===== config.mk =====
export PLATFORM = sky130hd
export DESIGN_NAME = sorted_priority_queue
export DESIGN_NICKNAME = d
export VERILOG_FILES = /design/src/rtl/spq_pkg.sv /design/src/rtl/sorted_priority_queue.sv /design/src/rtl/spq_cell.sv
export SDC_FILE = /design/constraint.sdc
export NUM_CORES = 2
export LEC_CHECK = 0
export ABC_CLOCK_PERIOD_IN_PS = 20900
export BUFFER_PORTS_ARGS = -buffer_cell sky130_fd_sc_hd__buf_4
export CAP_MARGIN = 20
export CORE_MARGIN = 4
export CORE_UTILIZATION = 50
export DETAILED_ROUTE_END_ITERATION = 10
export HOLD_SLACK_MARGIN = 0.05
export PLACE_DENSITY = 0.77
export RECOVER_POWER = 25
export SLEW_MARGIN = 20
export SYNTH_ARGS = -nofsm -noshare
export SYNTH_HDL_FRONTEND = slang
export SYNTH_SLANG_ARGS = --single-unit

===== constraint.sdc =====
create_clock -name clk -period 20.9 [get_ports clk]
set_input_delay 4.18 -clock clk [delete_from_list [all_inputs] [get_ports clk]]
set_output_delay 4.18 -clock clk [all_outputs]
set_load 0.05 [all_outputs]

===== src/rtl/spq_pkg.sv =====
package spq_pkg;

  localparam logic CMD_PUSH = 1'b0;
  localparam logic CMD_POP  = 1'b1;

  localparam logic [1:0] ST_OK    = 2'd0;
  localparam logic [1:0] ST_FULL  = 2'd1;
  localparam logic [1:0] ST_EMPTY = 2'd2;

  typedef struct packed {
    logic signed [31:0] data;
    logic [7:0]         prio;
  } entry_t;

  typedef struct packed {
    logic               cmd;
    logic signed [31:0] item_data;
    logic [7:0]         item_priority;
  } in_t;

  typedef struct packed {
    logic signed [31:0] popped_data;
    logic signed [31:0] head_data;
    logic [7:0]         head_priority;
    logic               not_empty;
    logic [4:0]         occupancy;
    logic [1:0]         status;
  } out_t;

  typedef struct packed {
    logic push;
    logic pop;
  } ctl_t;

endpackage


===== src/rtl/sorted_priority_queue.sv =====
// Sorted priority queue of DEPTH entries held in a row of cells, the lowest priority value at
// the head and equal priorities served first in, first out. One command word (push or pop) is
// taken in every clock cycle, busy never rises, and its result word appears with out_strobe
// in the cycle after acceptance, from the single register stage behind the cell row.
// The receiver cannot stall and must take every result word in the cycle it is shown.
module sorted_priority_queue #(
  parameter int DEPTH = 16
) (
  input  logic          clk,
  input  logic          rst_n,
  input  logic          start,
  output logic          busy,
  input  spq_pkg::in_t  in_word,
  output logic          out_strobe,
  output spq_pkg::out_t out_word
);

  localparam int CNT_W = $clog2(DEPTH + 1);

  logic [CNT_W-1:0] count_r, count_nxt;
  logic             out_strobe_r;
  spq_pkg::out_t    out_r, out_nxt;
  spq_pkg::ctl_t    ctl;
  spq_pkg::entry_t  new_entry;
  spq_pkg::entry_t  cell_q   [DEPTH];
  spq_pkg::entry_t  cell_nxt [DEPTH];
  logic [DEPTH-1:0] move;
  logic [DEPTH-1:0] occ;
  logic             accept, is_full, is_empty;
  logic [CNT_W+4:0] count_wide;

  assign busy      = 1'b0;
  assign accept    = start && !busy;
  assign is_full   = (count_r == CNT_W'(DEPTH));
  assign is_empty  = (count_r == '0);
  assign new_entry = '{data: in_word.item_data, prio: in_word.item_priority};

  assign ctl.push = accept && (in_word.cmd == spq_pkg::CMD_PUSH) && !is_full;
  assign ctl.pop  = accept && (in_word.cmd == spq_pkg::CMD_POP) && !is_empty;

  genvar gi;
  generate
    for (gi = 0; gi < DEPTH; gi++) begin : g_cell
      spq_pkg::entry_t left_e, right_e;
      logic            left_m;

      assign occ[gi] = (CNT_W'(gi) < count_r);

      if (gi == 0) begin : g_first
        assign left_e = new_entry;
        assign left_m = 1'b0;
      end else begin : g_mid
        assign left_e = cell_q[gi-1];
        assign left_m = move[gi-1];
      end

      if (gi == DEPTH - 1) begin : g_last
        assign right_e = cell_q[gi];
      end else begin : g_inner
        assign right_e = cell_q[gi+1];
      end

      spq_cell u_cell (
        .clk         (clk),
        .ctl         (ctl),
        .new_entry   (new_entry),
        .left_entry  (left_e),
        .right_entry (right_e),
        .left_move   (left_m),
        .occ         (occ[gi]),
        .move        (move[gi]),
        .entry       (cell_q[gi]),
        .entry_nxt   (cell_nxt[gi])
      );
    end
  endgenerate

  always_comb begin
    count_nxt = count_r;
    if (ctl.push) begin
      count_nxt = count_r + CNT_W'(1);
    end else if (ctl.pop) begin
      count_nxt = count_r - CNT_W'(1);
    end
  end

  assign count_wide = {5'b0, count_nxt};

  always_comb begin
    out_nxt               = '0;
    out_nxt.occupancy     = count_wide[4:0];
    out_nxt.not_empty     = (count_nxt != '0);
    out_nxt.status        = spq_pkg::ST_OK;
    if (ctl.pop) begin
      out_nxt.popped_data = cell_q[0].data;
    end
    if (count_nxt != '0) begin
      out_nxt.head_data     = cell_nxt[0].data;
      out_nxt.head_priority = cell_nxt[0].prio;
    end
    if ((in_word.cmd == spq_pkg::CMD_PUSH) && is_full) begin
      out_nxt.status = spq_pkg::ST_FULL;
    end else if ((in_word.cmd == spq_pkg::CMD_POP) && is_empty) begin
      out_nxt.status = spq_pkg::ST_EMPTY;
    end
  end

  always_ff @(posedge clk) begin
    if (!rst_n) begin
      count_r      <= '0;
      out_strobe_r <= 1'b0;
    end else begin
      count_r      <= count_nxt;
      out_strobe_r <= accept;
    end
  end

  always_ff @(posedge clk) begin
    if (accept) begin
      out_r <= out_nxt;
    end
  end

  assign out_strobe = out_strobe_r;
  assign out_word   = out_r;

endmodule


===== src/rtl/spq_cell.sv =====
module spq_cell (
  input  logic            clk,
  input  spq_pkg::ctl_t   ctl,
  input  spq_pkg::entry_t new_entry,
  input  spq_pkg::entry_t left_entry,
  input  spq_pkg::entry_t right_entry,
  input  logic            left_move,
  input  logic            occ,
  output logic            move,
  output spq_pkg::entry_t entry,
  output spq_pkg::entry_t entry_nxt
);

  spq_pkg::entry_t entry_r;

  // A cell moves on a push unless it holds an entry that ranks no later than the new one.
  assign move = !(occ && (entry_r.prio <= new_entry.prio));

  always_comb begin
    entry_nxt = entry_r;
    if (ctl.push && move) begin
      entry_nxt = left_move ? left_entry : new_entry;
    end else if (ctl.pop) begin
      entry_nxt = right_entry;
    end
  end

  always_ff @(posedge clk) begin
    entry_r <= entry_nxt;
  end

  assign entry = entry_r;

endmodule


==> flow_metrics.py <==
metrics = {
    "status": {
        "status": "finished, violations left",
        "violations": "capacitance limit, slew limit",
    },
    "setup_path": {
        "path_class": "in2reg",
        "start_kind": "input pin",
        "worst_ep_required_time_ns": 20.99,
        "reg2reg_depth": 7,
        "r2r_start": "count_r[1]$_SDFF_PN0_",
        "startpoint": "start",
        "critPathArrivalTime_ns": 11.47,
        "cp-end-kind": "flip-flop",
        "crit_fanout": 46,
    },
    "power_and_ir_drop": {
        "peakVddDrop_v": 0.0000882,
        "finalPower_mw": 4.86,
        "leakage_nw": 15.2,
        "power_density_nw_per_um2": 116,
    },
    "clock_network": {
        "clock-root-buffer": "clkbuf_16",
        "cts_tree": "yes",
        "clkTransAtPathRegs_ns": 0.06,
        "cts_resized": 0,
        "cts_inserted_buffers": 73,
        "cts_buffer_depth": 3,
        "cts-htree-levels": 3,
        "clk_latency_ns": 0.62,
        "cts_hold_buf": 0,
        "post_cts_buffers": 0,
        "cts_sinks": 726,
    },
    "sta": {
        "max_slew_margin": -1.58,
        "period_share": 0.544,
        "clock_skew_ns": 0.0193,
        "timing.final.ws_setup_ns": 9.52,
        "setup_viol": 0,
        "tns_ns": 0,
        "worst_pin_slew_ns": 3.86,
        "clock.fmax_mhz": 87.9,
        "grt_setup_unrepaired": "false",
        "post-route-min-period_ns": 11.38,
        "slew_violations": 590,
        "finalHoldViolCount": 0,
    },
    "floorplan": {
        "rows": 101,
        "die_y_um": 285,
        "placeableCoreArea_um2": 75900,
        "die_area_um2": 81200,
        "die_x_um": 285,
        "start_util": 0.505,
        "pin_count": 126,
    },
    "detailed_routing": {
        "drt-initial-drc-count": 1928,
        "antenna_left": 0,
        "drc": 0,
        "viasPerCell": 5.95,
        "drt-pass1-iter-count": 8,
        "drt-total-wl_mm": 91.1,
        "vias": 27200,
        "wl_per_cell_um": 20.0,
    },
    "flow_run": {
        "max_cap_viol_count": 13,
    },
    "place": {
        "place.gp.congestion": 0.834,
        "place_area_um2": 40100,
        "hpwl_mm": 62.0,
        "place_ws_ns": 12.97,
        "port_buffers": 124,
    },
    "synth": {
        "synth_edf_count": 680,
        "synth-main-ff-cell": "edfxtp_1",
        "synth_nets": 3674,
        "ys_ff_latch": 726,
        "yosys_warnings": 0,
        "synth_seq_area_share": 0.556,
        "avgSynthCellArea_um2": 11.0,
        "synthCells": 3498,
        "ys_async_sr_fraction": 0,
        "yosysUniqueCellTypes": 63,
        "netlist_area_um2": 38400,
    },
    "hold_path": {
        "whs_path_depth": 2,
        "min_path_type": "reg2reg",
        "min_from": "g_cell[15].u_cell.entry[31]$_DFFE_PP_",
    },
    "cells_and_area": {
        "area_growth_pct": 9.13,
        "diodes": 0,
        "final_area_um2": 41900,
        "fillers": 6476,
        "fin_nets": 3654,
        "drive_gt1_frac": 0.0824,
    },
    "global_route": {
        "grt_use_total": 0.218,
        "grt_first_pass_wirelength_mm": 146,
        "grt-ovfl-total": 0,
        "antenna_found_initial": 0,
        "grt_max_degree": 92,
        "grt_pass1_vias": 27500,
    },
}
## cells in the mapped netlist, types with 2 or more instances
cell / number / share of area
edfxtp_1: 680 / 0.53
nand2_1: 678 / 0.066
mux2i_1: 480 / 0.13
o21ai_0: 423 / 0.055
clkbuf_1: 235 / 0.023
a21oi_1: 187 / 0.024
nor2_1: 171 / 0.017
ha_1: 132 / 0.043
a31oi_1: 123 / 0.020
dfxtp_1: 46 / 0.024
mux2_2: 40 / 0.012
and3_1: 32 / 0.0052
inv_1: 31 / 0.0030
a211oi_1: 23 / 0.0045
nand4_1: 22 / 0.0036
a211oi_2: 20 / 0.0065
o211ai_1: 15 / 0.0029
buf_2: 14 / 0.0018
nor2b_1: 14 / 0.0023
buf_6: 11 / 0.0032
nor3_1: 11 / 0.0014
o31ai_1: 11 / 0.0022
and2_1: 10 / 0.0016
nand2b_1: 9 / 0.0015
buf_4: 8 / 0.0016
clkbuf_8: 8 / 0.0029
o31a_1: 6 / 0.0014
or3b_2: 6 / 0.0014
a21o_1: 4 / 0.00078
nand3_1: 4 / 0.00052
and3_2: 3 / 0.00059
o21a_1: 3 / 0.00059
a211o_1: 2 / 0.00046
a21o_2: 2 / 0.00046
and4_1: 2 / 0.00046
buf_1: 2 / 0.00020
o21ai_1: 2 / 0.00026
o22ai_1: 2 / 0.00033
or3_2: 2 / 0.00039
## area by class of cell
class	instances	area, um2	area share
inverter	31	116	0.00278
tap	1030	1290	0.0308
timing repair buffer	184	1020	0.0243
sequential	726	21300	0.510
multi-input combinational	2462	15900	0.380
clock inverter	25	138	0.00329
clock buffer	102	2050	0.0489
## path summary, 6_finish.rpt
| kind | slack [ns] | to |
|---|---|---|
| worst max-delay path | 9.52 | g_cell[1].u_cell.entry[26]$_DFFE_PP_ |
| worst min-delay path | 0.52 | g_cell[14].u_cell.entry[31]$_DFFE_PP_ |
| worst max register to register | 13.08 | g_cell[1].u_cell.entry[26]$_DFFE_PP_ |
| worst min register to register | 0.52 | g_cell[14].u_cell.entry[31]$_DFFE_PP_ |
## cell usage in the layout (no fill, tap or decap), types with 5 or more instances in the layout
cell type,Yosys,layout
a211oi_1,23,23
a211oi_2,20,20
a21oi_1,187,184
a31oi_1,123,122
and2_0,0,6
and2_1,10,5
and3_1,32,32
buf_4,8,87
clkbuf_1,235,117
clkbuf_16,0,75
clkbuf_8,8,7
clkinv_1,0,10
clkinv_2,0,12
dfxtp_1,46,46
edfxtp_1,680,680
ha_1,132,132
inv_1,31,31
mux2_2,40,40
mux2i_1,480,480
nand2_1,678,678
nand2b_1,9,9
nand4_1,22,22
nor2_1,171,170
nor2b_1,14,14
nor3_1,11,5
nor3_2,0,6
o211ai_1,15,15
o21ai_0,423,421
o31a_1,6,6
o31ai_4,0,10
or3b_2,6,6
## where the power goes
part	total, mW	internal, mW	leakage [nW]	switching (mW)
Sequential	2.24	2.04	6.89	0.195
Combinational	1.38	0.495	7.19	0.886
Clock	1.24	0.684	1.07	0.559
Total	4.86	3.22	15.2	1.64
## cells by family after synthesis
group                    after synthesis  synth area share
AND/OR/NAND/NOR                      973             0.104
AO/OA/AOI/OAI                        834             0.123
flip-flops                           726             0.556
multiplexers                         520             0.137
buffers and inverters                310            0.0360
adder cells (fa/ha/maj)              132            0.0430
XOR/XNOR                               2          0.000652
other                                  1         0.0000977
## state kept, by name (all words and copies together) (netlist names)
register,cells
g_cell.u_cell.entry,640
out_word,80
out_strobe,1
count_r,5
## per-layer routing
metal / routed length, um / track usage / vias to the layer above
met2: 45600 / 0.377 / 731
li1: - / - / 12800
met3: 4150 / 0.0253 / 151
met1: 39400 / 0.293 / 13400
met4: 1930 / 0.0596 / 0
met5: 0 / 0 / -
## stage by stage
step	utilization	hold slack (ns)	cells
floorplan	-	0.496	3498
global placement	0.528	0.501	4432
detailed placement	0.528	0.510	4432
CTS	0.557	0.521	4559
global route	0.551	0.560	4560
finish	0.551	0.522	4560
## critical path, cell delays in order
cell and delay [ns]:
clkbuf_1 0.40, and2_0 0.28, clkbuf_1 0.67, nand2_1 0.91
clkbuf_1 2.69, nand2_1 1.32, clkbuf_1 0.92
Note: power is estimated with default switching activity, not from simulation.
